--- src/rtl/evci_pkg.sv ---
// Shared types and codes for the event coalescing invalidator.
package evci_pkg;

    localparam int ID_W        = 3;
    localparam int CNT_W       = 4;
    localparam int MASK_W      = 64;
    localparam int MASK_STRIDE = 8;
    localparam int CFG_IDX_W   = 2;

    localparam logic [1:0] FUNC_EVENT    = 2'd0;
    localparam logic [1:0] FUNC_DISPATCH = 2'd1;
    localparam logic [1:0] FUNC_SET_VIS  = 2'd2;
    localparam logic [1:0] FUNC_QUERY    = 2'd3;

    localparam logic [1:0] KIND_INVALIDATE = 2'd0;
    localparam logic [1:0] KIND_DONE       = 2'd1;
    localparam logic [1:0] KIND_QUERY      = 2'd2;

    localparam logic [CFG_IDX_W-1:0] CFG_COUNT = 2'd0;
    localparam logic [CFG_IDX_W-1:0] CFG_MASKS = 2'd1;

    typedef struct packed {
        logic             dispatch;
        logic             set_vis;
        logic             vis;
        logic [ID_W-1:0]  id;
        logic [CNT_W-1:0] count;
        logic             cfg_count;
        logic [CNT_W-1:0] new_count;
    } t_cell_cmd;

    typedef struct packed {
        logic scan_hit;
        logic vis_hit;
        logic q_dirty;
    } t_cell_stat;

endpackage

--- src/rtl/evci_cell.sv ---
// One target cell: dirty and visible marks, scan token passed to the next cell.
module evci_cell #(
    parameter int IDX        = 0,
    parameter int EVENT_BITS = 8
) (
    input  logic                  i_clk,
    input  logic                  i_rst_n,
    input  evci_pkg::t_cell_cmd   i_cmd,
    input  logic [EVENT_BITS-1:0] i_mask,
    input  logic [EVENT_BITS-1:0] i_pending,
    input  logic                  i_tok,
    output logic                  o_tok,
    output evci_pkg::t_cell_stat  o_stat
);

    localparam logic [evci_pkg::CNT_W-1:0] MY_CNT = evci_pkg::CNT_W'(IDX);
    localparam logic [evci_pkg::ID_W-1:0]  MY_ID  = evci_pkg::ID_W'(IDX);

    logic r_dirty, n_dirty;
    logic r_vis, n_vis;
    logic r_tok;
    logic registered;
    logic sel;
    logic scan_hit;
    logic vis_hit;
    logic fresh;

    assign registered = MY_CNT < i_cmd.count;
    assign sel        = registered && (i_cmd.id == MY_ID);
    assign scan_hit   = r_tok && registered && r_dirty && r_vis;
    assign vis_hit    = i_cmd.set_vis && sel && i_cmd.vis && !r_vis && r_dirty;
    assign fresh      = i_cmd.cfg_count && (MY_CNT >= i_cmd.count)
                        && (MY_CNT < i_cmd.new_count);

    always_comb begin
        n_dirty = r_dirty;
        n_vis   = r_vis;
        if (fresh) begin
            n_dirty = 1'b0;
            n_vis   = 1'b1;
        end
        if (i_cmd.dispatch && registered && (|(i_mask & i_pending))) begin
            n_dirty = 1'b1;
        end
        if (i_cmd.set_vis && sel) begin
            n_vis = i_cmd.vis;
        end
        if (vis_hit || scan_hit) begin
            n_dirty = 1'b0;
        end
    end

    always_ff @(posedge i_clk) begin
        if (!i_rst_n) begin
            r_dirty <= 1'b0;
            r_vis   <= 1'b1;
            r_tok   <= 1'b0;
        end else begin
            r_dirty <= n_dirty;
            r_vis   <= n_vis;
            r_tok   <= i_tok;
        end
    end

    assign o_tok           = r_tok;
    assign o_stat.scan_hit = scan_hit;
    assign o_stat.vis_hit  = vis_hit;
    assign o_stat.q_dirty  = sel && r_dirty;

endmodule

--- src/rtl/event_coalescing_invalidator_core.sv ---
// Event coalescing invalidator, top level.
// Set-visibility and query results are registered and appear the cycle after start;
// an event gives none. Dispatch: a token walks the target cells, one per cycle, and busy
// stays high until the token has left the last cell; busy falls as the done result appears.
// Results cannot be stalled. Synchronous active-low reset: all targets visible and clean,
// no pending events, target count and masks zero.
module event_coalescing_invalidator_core #(
    parameter int MAX_TARGETS = 8,
    parameter int EVENT_BITS  = 8
) (
    input  logic                              i_clk,
    input  logic                              i_rst_n,
    input  logic                              start,
    output logic                              busy,
    input  logic [1:0]                        i_func,
    input  logic [2:0]                        i_event_code,
    input  logic [evci_pkg::ID_W-1:0]         i_target_id,
    input  logic                              i_visible_flag,
    output logic                              o_strobe,
    output logic [1:0]                        o_kind,
    output logic [evci_pkg::ID_W-1:0]         o_target_out,
    output logic                              o_dirty_answer,
    output logic [evci_pkg::CNT_W-1:0]        o_invalidated_count,
    output logic                              o_last,
    input  logic                              i_cfg_valid,
    output logic                              o_cfg_ready,
    input  logic [evci_pkg::CFG_IDX_W-1:0]    i_cfg_index,
    input  logic [evci_pkg::MASK_W-1:0]       i_cfg_data
);

    localparam logic [evci_pkg::CNT_W-1:0] MAX_CNT = evci_pkg::CNT_W'(MAX_TARGETS);
    localparam logic [3:0]                 EV_LIM  = 4'(EVENT_BITS);

    logic                          r_busy;
    logic                          r_fin;
    logic [EVENT_BITS-1:0]         r_pending, n_pending;
    logic [evci_pkg::CNT_W-1:0]    r_count;
    logic [evci_pkg::MASK_W-1:0]   r_masks;
    logic [evci_pkg::CNT_W-1:0]    r_inv_cnt;

    logic                          r_strobe, n_strobe;
    logic [1:0]                    r_kind, n_kind;
    logic [evci_pkg::ID_W-1:0]     r_tgt, n_tgt;
    logic                          r_dirty_ans, n_dirty_ans;
    logic [evci_pkg::CNT_W-1:0]    r_cnt_out, n_cnt_out;
    logic                          r_last, n_last;

    logic                          accept;
    logic                          disp_acc;
    logic                          cfg_wr;
    logic [evci_pkg::CNT_W-1:0]    sat_count;
    evci_pkg::t_cell_cmd           cmd;
    evci_pkg::t_cell_stat          stat [MAX_TARGETS];
    logic [MAX_TARGETS:0]          tok;
    logic [MAX_TARGETS-1:0]        scan_hits;
    logic [MAX_TARGETS-1:0]        vis_hits;
    logic [MAX_TARGETS-1:0]        q_hits;
    logic [evci_pkg::ID_W-1:0]     hit_id;

    assign accept   = start && !r_busy;
    assign disp_acc = accept && (i_func == evci_pkg::FUNC_DISPATCH);
    assign cfg_wr   = i_cfg_valid;
    assign sat_count = (i_cfg_data[evci_pkg::CNT_W-1:0] > MAX_CNT)
                       ? MAX_CNT : i_cfg_data[evci_pkg::CNT_W-1:0];

    always_comb begin
        cmd.dispatch  = disp_acc;
        cmd.set_vis   = accept && (i_func == evci_pkg::FUNC_SET_VIS);
        cmd.vis       = i_visible_flag;
        cmd.id        = i_target_id;
        cmd.count     = r_count;
        cmd.cfg_count = cfg_wr && (i_cfg_index == evci_pkg::CFG_COUNT);
        cmd.new_count = sat_count;
    end

    assign tok[0] = disp_acc;

    for (genvar g = 0; g < MAX_TARGETS; g++) begin : g_cell
        evci_cell #(
            .IDX        (g),
            .EVENT_BITS (EVENT_BITS)
        ) u_cell (
            .i_clk     (i_clk),
            .i_rst_n   (i_rst_n),
            .i_cmd     (cmd),
            .i_mask    (r_masks[g*evci_pkg::MASK_STRIDE +: EVENT_BITS]),
            .i_pending (r_pending),
            .i_tok     (tok[g]),
            .o_tok     (tok[g+1]),
            .o_stat    (stat[g])
        );
        assign scan_hits[g] = stat[g].scan_hit;
        assign vis_hits[g]  = stat[g].vis_hit;
        assign q_hits[g]    = stat[g].q_dirty;
    end

    always_comb begin
        hit_id = '0;
        for (int i = 0; i < MAX_TARGETS; i++) begin
            if (scan_hits[i]) begin
                hit_id = hit_id | evci_pkg::ID_W'(i);
            end
        end
    end

    always_comb begin
        n_pending = r_pending;
        if (accept && (i_func == evci_pkg::FUNC_EVENT) && ({1'b0, i_event_code} < EV_LIM)) begin
            n_pending = r_pending | (EVENT_BITS'(1) << i_event_code);
        end
        if (disp_acc) begin
            n_pending = '0;
        end
    end

    always_comb begin
        n_strobe    = 1'b0;
        n_kind      = evci_pkg::KIND_INVALIDATE;
        n_tgt       = '0;
        n_dirty_ans = 1'b0;
        n_cnt_out   = '0;
        n_last      = 1'b0;
        if (r_fin) begin
            n_strobe  = 1'b1;
            n_kind    = evci_pkg::KIND_DONE;
            n_cnt_out = r_inv_cnt;
            n_last    = 1'b1;
        end else if (|scan_hits) begin
            n_strobe = 1'b1;
            n_tgt    = hit_id;
        end else if (accept) begin
            case (i_func)
                evci_pkg::FUNC_SET_VIS: begin
                    n_strobe = |vis_hits;
                    n_tgt    = i_target_id;
                    n_last   = 1'b1;
                end
                evci_pkg::FUNC_QUERY: begin
                    n_strobe    = 1'b1;
                    n_kind      = evci_pkg::KIND_QUERY;
                    n_tgt       = i_target_id;
                    n_dirty_ans = |q_hits;
                    n_last      = 1'b1;
                end
                default: begin
                    n_strobe = 1'b0;
                end
            endcase
        end
    end

    always_ff @(posedge i_clk) begin
        if (!i_rst_n) begin
            r_busy    <= 1'b0;
            r_fin     <= 1'b0;
            r_pending <= '0;
            r_count   <= '0;
            r_masks   <= '0;
            r_strobe  <= 1'b0;
        end else begin
            r_pending <= n_pending;
            r_strobe  <= n_strobe;
            r_fin     <= tok[MAX_TARGETS];
            if (disp_acc) begin
                r_busy <= 1'b1;
            end else if (r_fin) begin
                r_busy <= 1'b0;
            end
            if (cmd.cfg_count) begin
                r_count <= sat_count;
            end
            if (cfg_wr && (i_cfg_index == evci_pkg::CFG_MASKS)) begin
                r_masks <= i_cfg_data;
            end
        end
    end

    always_ff @(posedge i_clk) begin
        if (disp_acc) begin
            r_inv_cnt <= '0;
        end else if (|scan_hits) begin
            r_inv_cnt <= r_inv_cnt + 1'b1;
        end
        r_kind      <= n_kind;
        r_tgt       <= n_tgt;
        r_dirty_ans <= n_dirty_ans;
        r_cnt_out   <= n_cnt_out;
        r_last      <= n_last;
    end

    assign busy                = r_busy;
    assign o_cfg_ready         = 1'b1;
    assign o_strobe            = r_strobe;
    assign o_kind              = r_kind;
    assign o_target_out        = r_tgt;
    assign o_dirty_answer      = r_dirty_ans;
    assign o_invalidated_count = r_cnt_out;
    assign o_last              = r_last;

`ifndef ASSERT_OFF
    a_tok_onehot: assert property (@(posedge i_clk) disable iff (!i_rst_n)
        $onehot0(tok[MAX_TARGETS:1]))
        else $error("more than one scan token in flight");

    a_no_scan_when_idle: assert property (@(posedge i_clk) disable iff (!i_rst_n)
        !r_busy |-> !(|scan_hits))
        else $error("scan hit outside a dispatch");

    a_fin_result: assert property (@(posedge i_clk) disable iff (!i_rst_n)
        r_fin |=> o_strobe && (o_kind == evci_pkg::KIND_DONE) && o_last && !busy)
        else $error("dispatch did not close with a done result");

    a_busy_fall: assert property (@(posedge i_clk) disable iff (!i_rst_n)
        $fell(busy) |-> o_strobe && (o_kind == evci_pkg::KIND_DONE))
        else $error("busy dropped without a done result");
`endif

endmodule

--- config.mk ---
export PLATFORM = sky130hd
export DESIGN_NAME = event_coalescing_invalidator_core
export DESIGN_NICKNAME = d
export VERILOG_FILES = /design/src/rtl/evci_pkg.sv /design/src/rtl/evci_cell.sv /design/src/rtl/event_coalescing_invalidator_core.sv
export SDC_FILE = /design/constraint.sdc
export NUM_CORES = 1
export LEC_CHECK = 0
export BUFFER_PORTS_ARGS = -buffer_cell sky130_fd_sc_hd__buf_2
export CAP_MARGIN = 20
export CORE_UTILIZATION = 56
export DETAILED_ROUTE_END_ITERATION = 10
export MAX_ROUTING_LAYER = met4
export PLACE_DENSITY = 0.79
export SETUP_SLACK_MARGIN = 0.4
export SYNTH_ARGS = -nofsm -noshare
export SYNTH_HDL_FRONTEND = slang
export SYNTH_HIERARCHICAL = 1
export SYNTH_SLANG_ARGS = --single-unit
--- constraint.sdc ---
create_clock -name i_clk -period 2.51 [get_ports i_clk]
set_input_delay 0.502 -clock i_clk [delete_from_list [all_inputs] [get_ports i_clk]]
set_output_delay 0.502 -clock i_clk [all_outputs]
set_load 0.05 [all_outputs]
**Word level (Yosys, flattened, before mapping)**

Cells that the tools add are included.

- $add $sub $neg: 1
- $lt $le $gt $ge: 25
- Equal/unequal tests: 11
- Shifts and indexed selects: 1
- Muxes and demuxes: 55
- Bitwise operators: 12
- Reductions and logical operators: 170

Operator list:

| kind | number |
|---|---|
| $logic_and 1x1->1 | 110 |
| $reduce_or 8->1 | 11 |
| $and 8x8->8 | 8 |
| $mux 1 | 43 |
| $reduce_bool 2->1 | 17 |
| $lt 3x4->1 const A | 8 |
| $mux 3 | 7 |
| $reduce_or 2->1 | 10 |
| $ge 3x4->1 const A | 4 |
| $lt 1x4->1 const A | 4 |
| $lt 2x4->1 const A | 4 |
| $eq 3x3->1 const B | 4 |
| $reduce_or 11->1 | 1 |
| $reduce_or 10->1 | 1 |
| $logic_not 1->1 | 9 |
| $ge 1x4->1 const A | 2 |
| $ge 2x4->1 const A | 2 |
| $logic_or 1x1->1 | 8 |
| $or 8x8->8 | 1 |
| $shl 1x3->8 const A | 1 |
| $eq 3x2->1 const B | 2 |
| $mux 2 | 3 |
| $add 4x1->4 const B | 1 |
| $eq 2x1->1 const B | 2 |
| 8 further kinds | 12 |

- Register bits after elaboration: 118
- Input bits: 79
- Output and inout port bits: 14
- Word-level logic and storage cells: 312

**Depth between registers and ports, before layout**

Gate-level depths: netlist of run 1.

- Depth after elaboration: 12
- Mapped depth: 9

**Cells and area by module**

The synthesis of run 1 kept the hierarchy.

Modules (own cells, without submodules):

| module | instances | cells an instance | area each (µm²) | seq. area each (µm²) |
|---|---|---|---|---|
| event_coalescing_invalidator_core | 1 | 407 | 3648.5 | 1881.8 |
| evci_cell (g_cell[5].u_cell) | 1 | 26 | 260.2 | 60.1 |
| evci_cell (g_cell[4].u_cell) | 1 | 32 | 256.5 | 60.1 |
| evci_cell (g_cell[6].u_cell) | 1 | 30 | 239.0 | 60.1 |
| evci_cell (g_cell[1].u_cell) | 1 | 25 | 235.2 | 60.1 |
| evci_cell (g_cell[3].u_cell) | 1 | 29 | 234.0 | 60.1 |
| evci_cell (g_cell[0].u_cell) | 1 | 29 | 226.5 | 60.1 |
| evci_cell (g_cell[2].u_cell) | 1 | 28 | 226.5 | 60.1 |
| evci_cell (g_cell[7].u_cell) | 1 | 29 | 225.2 | 60.1 |

**Least setup slack after synthesis of run 1**

Ideal clock, no wire load.

- Kind: flip-flop to flip-flop
- Start point: register r_busy (netlist: busy)
- End point: register r_strobe (netlist: o_strobe)
- Data arrival time: 2.288 ns
- Data required time: 2.451 ns
- Path slack: 0.163 ns
- Stages on the path, launching flop included: 10
- Path buffers: 1
- Clock period less this slack: 2.347 ns
- Cell sequence: dfxtp_1 nand3b_1 nor2_1 o21ai_1 or3_4 nor3_4 buf_4 nor4_1 a31oi_1 o31a_1

RTL lines:

| item | RTL line | RTL |
|---|---|---|
| start: declaration | event_coalescing_invalidator_core.sv:34 | `logic r_busy;` |
| start signal: assignment | event_coalescing_invalidator_core.sv:154 | `r_busy <= 1'b0;` |
| start signal: assignment | event_coalescing_invalidator_core.sv:165 | `r_busy <= 1'b1;` |
| start signal: assignment | event_coalescing_invalidator_core.sv:167 | `r_busy <= 1'b0;` |
| end signal: assignment | event_coalescing_invalidator_core.sv:162 | `r_strobe <= n_strobe;` |
| end: declaration | event_coalescing_invalidator_core.sv:41 | `logic r_strobe, n_strobe;` |

**Worst setup path after layout of run 1**

- Start point: register r_count[3] in the netlist's numbering
- End point: register r_kind[1] (netlist: o_kind[1])

- Cells in the longest elaborated chain, start to end: 5

Ends and longest elaborated chain:

| item | RTL line | RTL |
|---|---|---|
| start: declaration | event_coalescing_invalidator_core.sv:37 | `logic [evci_pkg::CNT_W-1:0] r_count;` |
| start signal: assignment | event_coalescing_invalidator_core.sv:170 | `r_count <= sat_count;` |
| $lt 1x4->1 | evci_cell.sv:28 | `assign registered = MY_CNT < i_cmd.count;` |
| $logic_and 1x1->1 (3 in a row) | evci_cell.sv:30 | `assign scan_hit = r_tok && registered && r_dirty && r_vis;` |
| net scan_hits[0] | event_coalescing_invalidator_core.sv:55 | `logic [MAX_TARGETS-1:0] scan_hits;` |
| $reduce_or 10->1 (no source line) | -- |  |
| end signal: assignment | event_coalescing_invalidator_core.sv:184 | `r_kind <= n_kind;` |
| end: declaration | event_coalescing_invalidator_core.sv:42 | `logic [1:0] r_kind, n_kind;` |

The timed path passes the listed nets, and every way through them passes these cells.
A chain may end at the register's enable or synchronous reset.

==> results, run 1 <==
- The flow ran to the end, and the final reports show no timing, DRC or antenna violations.
- The worst hold path begins at i_cfg_data[18].
- STA classifies the critical path endpoint as a flop.
- The buffer levels on the longest clock path is 2.
- Based on the critical path, the design can be clocked at up to just under 0.5 GHz.
- The share of synthesized cell area in full adder, half adder and majority cells is 0.00225.
- The first routing iteration left 437 violations.
- The first element of the critical path is r_count[3].
- The clock tree synthesis step divided the H-tree into 4 levels.
- The count of antenna-violating nets left after detailed routing is 0.
- The post-synthesis net count is ~720.
- The power per standard cell area is around 700 nW/µm².
- The number of vias in the routed layout is 5,095.
- The launch instance of the worst register-to-register path is r_count[3].
- The total of warnings raised by yosys is 6.
- The mean instance size in the synthesized netlist is 8.74 µm².
- Setup violations remaining at the end of the flow were counted as 0.
- The final number of max-transition violations is 0.
- The layout net count is 800.
- The number of maximum-capacitance constraint violations is 0.
- The worst hold path belongs to the class in -> reg.
- The area overhead of the layout relative to synthesis is 20.1%.
- The async set or reset register ratio after synthesis is 0.
- The launching element type of the critical path is a flop.
- After routing, the total negative slack on setup checks comes to 0 ns.
- The max-slew headroom at the worst pin is 0.581.
- The number of global-route vias before repair is 4,809.
- The placed wire-length estimate after detailed placement is ~9300 µm.
- The count of state elements after synthesis is 118.
- Clock tree synthesis selected as its root buffer the cell sky130_fd_sc_hd__clkbuf_8.
- In this run the horizontal extent of the chip is 102 µm.
- The hold violation total from the final report came to 0.
- At the pin with the least slew margin, the transition time is 0.629 ns.
- Of the total synthesized cell area, the portion taken by AND, OR, NAND and NOR gates is 0.277.
- The area enclosed by the die boundary is 10,300 µm².
- Fill cells in the final layout number 707.
- In this run, post-CTS hold repair placed 0 buffers.
- The most used flip-flop cell after synthesis is sky130_fd_sc_hd__dfxtp_1.
- The xor/xnor share of the synthesized area is 0.
- The initial antenna violation count is 0.
- The number of enable-type register cells in the synthesized netlist is 0.
- The number of remaining DRC errors is 0.
- The placement row count is 35.
- The worst-case IR drop observed on VDD is between 0.3 and 0.4 mV.
- The routed design has 14,100 µm of wire.
- The worst-case reg-to-reg path depth is 6.
- The count of port buffers added during placement is 91.
- The biggest fanout along the worst timing path is 16.
- The number of clock buffers added by TritonCTS is 17.
- Counting distinct cell types in the post-synthesis netlist gives 70.
- After synthesis, the largest family of logic cells by area is simple AND/OR/NAND/NOR gates.
- The total standard cell area after synthesis is 5550 µm².
- The initial standard-cell utilization of the core is 0.590.
- The clock net in this run drives a total of 118 sinks.
- The average via count per standard cell is 5.91.
- The height of the die is 102 µm.
- In the final layout, flip-flops and latches occupy roughly 2400 µm².
- By startpoint and endpoint, the worst setup path is classified as reg -> reg.
- After floorplanning, the core was sized to cover 9420 µm².
- The analysis attributes to cell leakage a power of 2.53 nW.
- The global-route wire length before repair is 22,700 µm.
- For this run the aggregate overflow at the end of global routing stands at 0.
- The clock-pin transition on the worst setup and hold timing paths is 0.06 ns.
- 0 antenna diodes ended up in the layout.
- The average detailed-routed wire length per instance is 16.4 µm.
- The final weighted congestion in routability-driven placement is 0.897.
- The number of optimization iterations in the first detailed-route pass is 5.
- Data arrives at the worst endpoint at 2.47 ns.
- In this run the count of I/O pins placed on the die edge is 93.
- The proportion of synthesized area in mux cells is 0.0144.
- The worst hold path was traced through 3 stages.
- The library cells used most frequently in the layout, excluding fill and tap cells, are 156 x sky130_fd_sc_hd__nand2_1, 114 x sky130_fd_sc_hd__dfxtp_1, 91 x sky130_fd_sc_hd__buf_2, 65 x sky130_fd_sc_hd__a21boi_1, 33 x sky130_fd_sc_hd__a22oi_1.
- Setup repair after global routing left no endpoint under its margin.
- The minimum clock period is 2.06 ns.
- The clock latency of the later-clocked register in the worst-skew pair is 0.51 ns.
- The multi-input logic area is 2910 µm².
- The largest clock skew in the final design is 0.00781 ns.
- The leading cell type in the layout, fill and taps excluded is sky130_fd_sc_hd__nand2_1.
- The post-route clock period utilization is 0.822.
- The TritonCTS clock tree is yes.
- For the worst setup path, the data required time is 2.92 ns.
- Across every metal layer, demand over resource in global routing totals 0.293.
- The share of the Yosys chip area taken by registers is 0.426.
- The compound-gate portion of the synthesized area was 0.218.
- Power comes to 4.57 mW.
- The fraction of final layout cells sized beyond drive strength 1 is 0.247.
- The post-synthesis instance total is between 600 and 700.
- The maximum number of pins on one net before global-route repair is 65.
[power breakdown]
group / internal, mW / switching [mW]
Clock: 1.42 / 0.885
Combinational: 0.134 / 0.190
Sequential: 1.92 / 0.0308
Total: 3.47 / 1.11
[what timing repair did]
action / 4_1_cts / 5_1_grt
gates cloned: 0 / 1
pin swaps: 0 / 4
setup endpoints to repair: 7 / 7
buffers inserted: 0 / 9
resized for setup: 2 / 6
[Yosys cell counts, types with 8 or more instances]
master	count	area (µm²)
sky130_fd_sc_hd__a21boi_1	65	488
sky130_fd_sc_hd__a22oi_1	33	248
sky130_fd_sc_hd__a31oi_1	13	81.3
sky130_fd_sc_hd__and2_1	13	81.3
sky130_fd_sc_hd__buf_2	8	40.0
sky130_fd_sc_hd__buf_4	20	150
sky130_fd_sc_hd__clkbuf_1	10	37.5
sky130_fd_sc_hd__dfxtp_1	118	2360
sky130_fd_sc_hd__inv_1	13	48.8
sky130_fd_sc_hd__mux2i_1	8	80.1
sky130_fd_sc_hd__nand2_1	156	586
sky130_fd_sc_hd__nand3_1	11	55.1
sky130_fd_sc_hd__nand4_1	12	75.1
sky130_fd_sc_hd__nor2_1	25	93.8
sky130_fd_sc_hd__nor2b_1	11	68.8
sky130_fd_sc_hd__o21ai_0	8	40.0
[routing by layer]
| metal | vias up | global-route usage | wire length (µm) |
|---|---|---|---|
| li1 | 2418 | - | - |
| met1 | 2416 | 0.359 | 6040 |
| met2 | 228 | 0.467 | 6660 |
| met3 | 33 | 0.0656 | 1080 |
| met4 | 0 | 0.117 | 314 |
| met5 | - | - | 0 |
[path summary, 6_finish.rpt]
check,end,slack [ns]
max,o_kind[1],0.45
min,r_masks[18],0.22
max reg2reg,o_kind[1],0.45
min reg2reg,r_masks[26],0.45
[layout make-up]
class | instances | area share
inverters | 13 | 0.00732
multi-input cells | 461 | 0.437
well taps | 129 | 0.0242
repair buffers | 109 | 0.0910
flip-flops and latches | 118 | 0.356
clock buffers | 18 | 0.0627
clock inverters | 14 | 0.0225
[through the flow]
stage	util	instances	worst slack (ns)	hold slack (ns)	cell area, µm²
final	0.708	862	0.446	0.222	6670
after global routing	0.708	862	0.345	0.223	6670
after CTS	0.696	852	0.414	0.212	6560
after detailed placement	0.635	820	0.249	0.445	5980
after global placement	0.635	820	0.321	0.440	5980
after floorplan	-	635	0.411	0.382	5580
[sequential cells by signal, indices dropped and copies added, names as in the netlist, 2 cells and up]
register	cells
o_invalidated_count	4
g_cell.u_cell/o_tok	8
g_cell.u_cell/r_dirty	8
r_masks	64
g_cell.u_cell/r_vis	8
r_count	4
r_pending	8
o_kind	2
r_inv_cnt	4
o_target_out	3
[cell families (layout without fill, tap and decap cells)]
| group | after synthesis | count (layout) |
|---|---|---|
| muxes | 8 | 8 |
| adders and majority gates | 1 | 1 |
| and+or+nand+nor | 289 | 290 |
| AOI/OAI and AO/OA | 161 | 161 |
| other | 1 | 1 |
| buffers and inverters | 57 | 154 |
| DFF | 118 | 118 |
[critical path, stage by stage, from the launching register on]
cell	delay (ns)
sky130_fd_sc_hd__dfxtp_4	0.40
sky130_fd_sc_hd__or4_4	0.59
sky130_fd_sc_hd__nand2_1	0.13
sky130_fd_sc_hd__nor2_1	0.08
sky130_fd_sc_hd__nor3_4	0.28
sky130_fd_sc_hd__nand4_2	0.22
sky130_fd_sc_hd__nor3_1	0.26
No activity file was read; power rests on OpenSTA's default activity.
==> run 2, diff against run 1 <==
--- a/config.mk
+++ b/config.mk
@@ -5,12 +5,13 @@
 export SDC_FILE = /design/constraint.sdc
 export NUM_CORES = 1
 export LEC_CHECK = 0
+export ABC_AREA = 1
 export BUFFER_PORTS_ARGS = -buffer_cell sky130_fd_sc_hd__buf_2
 export CAP_MARGIN = 20
-export CORE_UTILIZATION = 56
+export CORE_UTILIZATION = 57
 export DETAILED_ROUTE_END_ITERATION = 10
 export MAX_ROUTING_LAYER = met4
-export PLACE_DENSITY = 0.79
+export PLACE_DENSITY = 0.8
 export SETUP_SLACK_MARGIN = 0.4
 export SYNTH_ARGS = -nofsm -noshare
 export SYNTH_HDL_FRONTEND = slang
==> constraint.sdc (replaced) <==
create_clock -name i_clk -period 2.1 [get_ports i_clk]
set_input_delay 0.42 -clock i_clk [delete_from_list [all_inputs] [get_ports i_clk]]
set_output_delay 0.42 -clock i_clk [all_outputs]
set_load 0.05 [all_outputs]
==> run 2 against run 1 <==
Net effect: register-to-register slack barely moved; wire length rose by 6.6%; non-clock buffer count rose by 4; critical path depth rose by 5.
==> results, run 2 <==
- Of all flip-flops after synthesis, the portion carrying an async set or reset was 0.
- The deepest level of the CTS H-tree is 4.
- The fraction of post-synthesis cell area in the top cell type by area is 0.410.
- The path category of the worst min-delay check is in -> reg.
- Yosys attributes the largest share of cell area to sky130_fd_sc_hd__dfxtp_1 41%, sky130_fd_sc_hd__nor2_1 15%, sky130_fd_sc_hd__nand2_1 13%, sky130_fd_sc_hd__o21ai_0 6.5%, sky130_fd_sc_hd__inv_1 6.0%.
- The worst min-delay path startpoint is i_cfg_data[38].
- The number of sinks on the clock net is 118.
- Dividing the detail-routed via count by the number of cells gives between 5 and 6.
- Setup repair after global routing could not meet its margin everywhere.
- Detailed placement ended at an HPWL of 9750 µm.
- The pre-antenna-repair detailed-routing pass consisted of 5 iterations.
- The total of hold buffers inserted after clock tree synthesis is 0.
- The reg-to-reg endpoint is o_strobe.
- The average instance in the mapped netlist occupies 6.53 µm².
- Summed over all failing endpoints, the final setup total negative slack is 0 ns.
- The instance count along the most critical hold path is 3.
- The horizontal die dimension is 103 µm.
- STA classifies the critical path startpoint as a flop.
- After the last flow step, the layout net total stands at 1,055.
- The remaining global-route overflow is 0.
- The basic-gate share of the synthesized area counting and, or, nand and nor cells is 0.386.
- The path with the worst hold slack has its endpoint at r_masks[38].
- The post-synthesis instance total is 882.
- The area enclosed by the die boundary is 10,500 µm².
- The DRC marker count from the first detailed-route iteration is 352.
- The launch instance of the worst register-to-register path is busy.
- The max-slew headroom at the worst pin is 0.631.
- The number of clock buffers inserted by TritonCTS is 17.
- After synthesis, the most frequently instantiated cells are 224 x sky130_fd_sc_hd__nor2_1, 203 x sky130_fd_sc_hd__nand2_1, 118 x sky130_fd_sc_hd__dfxtp_1.
- The count of endpoints failing setup in the final report is 0.
- In the layout the commonest cells are 220 x sky130_fd_sc_hd__nor2_1, 200 x sky130_fd_sc_hd__nand2_1, 113 x sky130_fd_sc_hd__dfxtp_1, 91 x sky130_fd_sc_hd__buf_2, 90 x sky130_fd_sc_hd__inv_1.
- Entering global routing, the biggest net connects 96 pins.
- By area, the combinational part of the netlist is dominated by simple AND/OR/NAND/NOR gates.
- The total wire length after detailed routing is ~15,000 µm.
- The count of placed standard cells in the final layout, fillers left out is 1,121.
- The clock-pin transition on the worst setup and hold timing paths is 0.06 ns.
- The critical setup path kind is reg -> reg.
- The initial antenna violation count is 0.
- The floorplan has 36 rows.
- The number of diodes is 0.
- The minimum setup slack after placement is about 0.15 ns.
- Of the total synthesized cell area, the portion taken by full adders, half adders and majority gates is 0.00217.
- In the global route stage, overall resource usage came out at 0.299.
- The tree is rooted in a sky130_fd_sc_hd__clkbuf_8.
- The TritonCTS clock tree is yes.
- Measured on the finished design, the core utilization comes to 0.716.
- The first global-routing pass estimated 23,200 µm of wire.
- In this run the worst path has a maximum fanout of 5.
- The most used flip-flop cell after synthesis is sky130_fd_sc_hd__dfxtp_1.
- The length of routed wiring on met1 is ~6800 µm.
- Routability-driven placement finished with a final weighted congestion of 0.882.
- Counting flops per register, the top entry is r_masks.
- The portion of synthesized area spent on multiplexers is 0.
- The floorplan step defined a core boundary enclosing 9770 µm².
- Summed over all cells, the static leakage comes to about 3.4 nW.
- The post-synthesis net count is 962.
- The final number of max-transition violations is 0.
- In this run the cell area of the synthesized design comes to 5760 µm².
- The multi-input logic area is 2840 µm².
- The fraction of final layout cells sized beyond drive strength 1 is 0.207.
- The number of vias in the routed layout is around 5,700.
- sky130_fd_sc_hd__nor2_1 is the most common cell in the netlist.
- The height of the die is between 100 and 150 µm.
- The post-layout total power is ~5.6 mW.
- The number of enable-type register cells in the synthesized netlist is 0.
- Of the synthesized area, sequential elements account for 0.410.
- The top routing layer in use is met4.
- The number of placed instances with taps included is 1,077.
- In the final routed layout, each cell accounts on average for 13.4 µm.
- Leaving out fill and tap cells, the most frequent cell in the layout is sky130_fd_sc_hd__nor2_1.
- The count of port buffers added during placement is 91.
- The I/O pin count is between 90 and 100.
- Of the total synthesized cell area, the portion taken by XOR and XNOR cells is 0.
- Max-cap violations in this run came to 0.
- In the finished design, the share of the clock period the worst path needs comes to 0.795.
- The flow ran to the end, and the final reports show no timing, DRC or antenna violations.
- Between clock sinks in the finished design, the worst skew comes to approximately 0.0069 ns.
- The slack of the critical path is 0.431 ns.
- Summed over all instances, the cell type with the most area after synthesis is sky130_fd_sc_hd__dfxtp_1.
- The area growth from synthesis to layout is 21.5%.
- At the worst endpoint, the required time is 2.54 ns.
- The worst setup path is captured at a flop.
- The worst-case reg-to-reg path depth is 11.
- In this run the remaining antenna-violating nets after routing total 0.
- The clock passes through at most 2 buffers.
- The achievable clock frequency is ~0.60 GHz.
- The total met3 wirelength after detailed routing is 766 µm.
- The total of warnings raised by yosys is 6.
- The routed design uses a little over 7000 µm of met2 wire.
- The clock latency of the later-clocked register in the worst-skew pair is roughly 0.5 ns.
- The initial utilization of the core area, before any placement, comes to 0.590.
- After synthesis, the netlist uses 35 different library cells.
- The area taken by flip-flops and latches is 2380 µm².
- The setup slack of the worst register-to-register path is 0.43 ns.
- The compound-gate portion of the synthesized area is 0.0964.
- Dividing total power by cell area gives a power density of 794 nW/µm².
- VDD sags by at most approximately 0.47 mV.
- Fill cells in the final layout number 859.
- The number of flip-flops under the largest register name is 64.
- The number of global-route vias before repair is between 4,000 and 5,000.
- Counting I/O delays and the setup requirement, the final critical path takes 1.67 ns.
- The hold violation total from the final report is 0.
- For this run, design rule violations remaining after detail routing come to 0.
- Data arrives at the worst endpoint at 2.11 ns.
- After synthesis the netlist holds a flip-flop and latch count of 118.
- The transition time of the tightest slew-check pin is approximately 0.55 ns.
-- run 2: cell type report --
cell class              count  share of cell area
clock buffers              18              0.0611
repair buffers            113               0.101
flip-flops and latches    118               0.340
well taps                 133              0.0238
inverters                  95              0.0513
clock inverters            14              0.0182
multi-input cells         630               0.405
-- run 2: how the worst max path moves through the flow --
stage | start | cells after the start | end
final | busy | 11 | o_strobe
after global routing | busy | 11 | o_strobe
after CTS | busy | 12 | g_cell[2].u_cell/r_dirty
after detailed placement | r_count[3] | 11 | r_inv_cnt[2]
after global placement | r_count[3] | 11 | r_inv_cnt[2]
after floorplan | busy | 11 | o_strobe
-- run 2: cells by family after synthesis --
kind of cell	after synthesis
flops	118
other cells	1
simple gates	522
fa+ha+maj	1
compound gates	106
buf+inv	134
-- run 2: through the flow --
stage | cell area [µm²] | hold slack, ns
floorplan | 5780 | 0.329
global placement | 6280 | 0.431
detailed placement | 6280 | 0.433
CTS | 6850 | 0.137
global route | 7000 | 0.170
finish | 7000 | 0.152
-- run 2: what timing repair did --
action | in CTS | in global routing
pin swaps | 0 | 7
buffers inserted | 0 | 10
resized for setup | 6 | 13
gates cloned | 0 | 2
endpoints found under the hold margin | 0 | 0
setup endpoints to repair | 10 | 15
-- run 2: critical path: stages, from the launching register on --
cell                        delay [ns]
sky130_fd_sc_hd__dfxtp_4          0.35
sky130_fd_sc_hd__inv_4            0.05
sky130_fd_sc_hd__nand2_4          0.06
sky130_fd_sc_hd__nor3_4           0.27
sky130_fd_sc_hd__clkbuf_16        0.22
sky130_fd_sc_hd__nand4_2          0.09
sky130_fd_sc_hd__inv_1            0.09
sky130_fd_sc_hd__nor2_1           0.06
sky130_fd_sc_hd__and2_1           0.16
sky130_fd_sc_hd__nand2_1          0.06
sky130_fd_sc_hd__nand2_1          0.05
sky130_fd_sc_hd__a21oi_2          0.14
-- run 2: power breakdown --
part | internal, mW | switching [mW] | leakage, nW
Clock | 1.61 | 1.09 | 0.276
Combinational | 0.194 | 0.301 | 2.18
Sequential | 2.31 | 0.0547 | 0.964
-- run 2: metal layers --
layer,global-route usage,vias up
met1,0.378,2552
met2,0.475,193
met4,0.123,0
met5,-,-
li1,-,2920
met3,0.0488,36
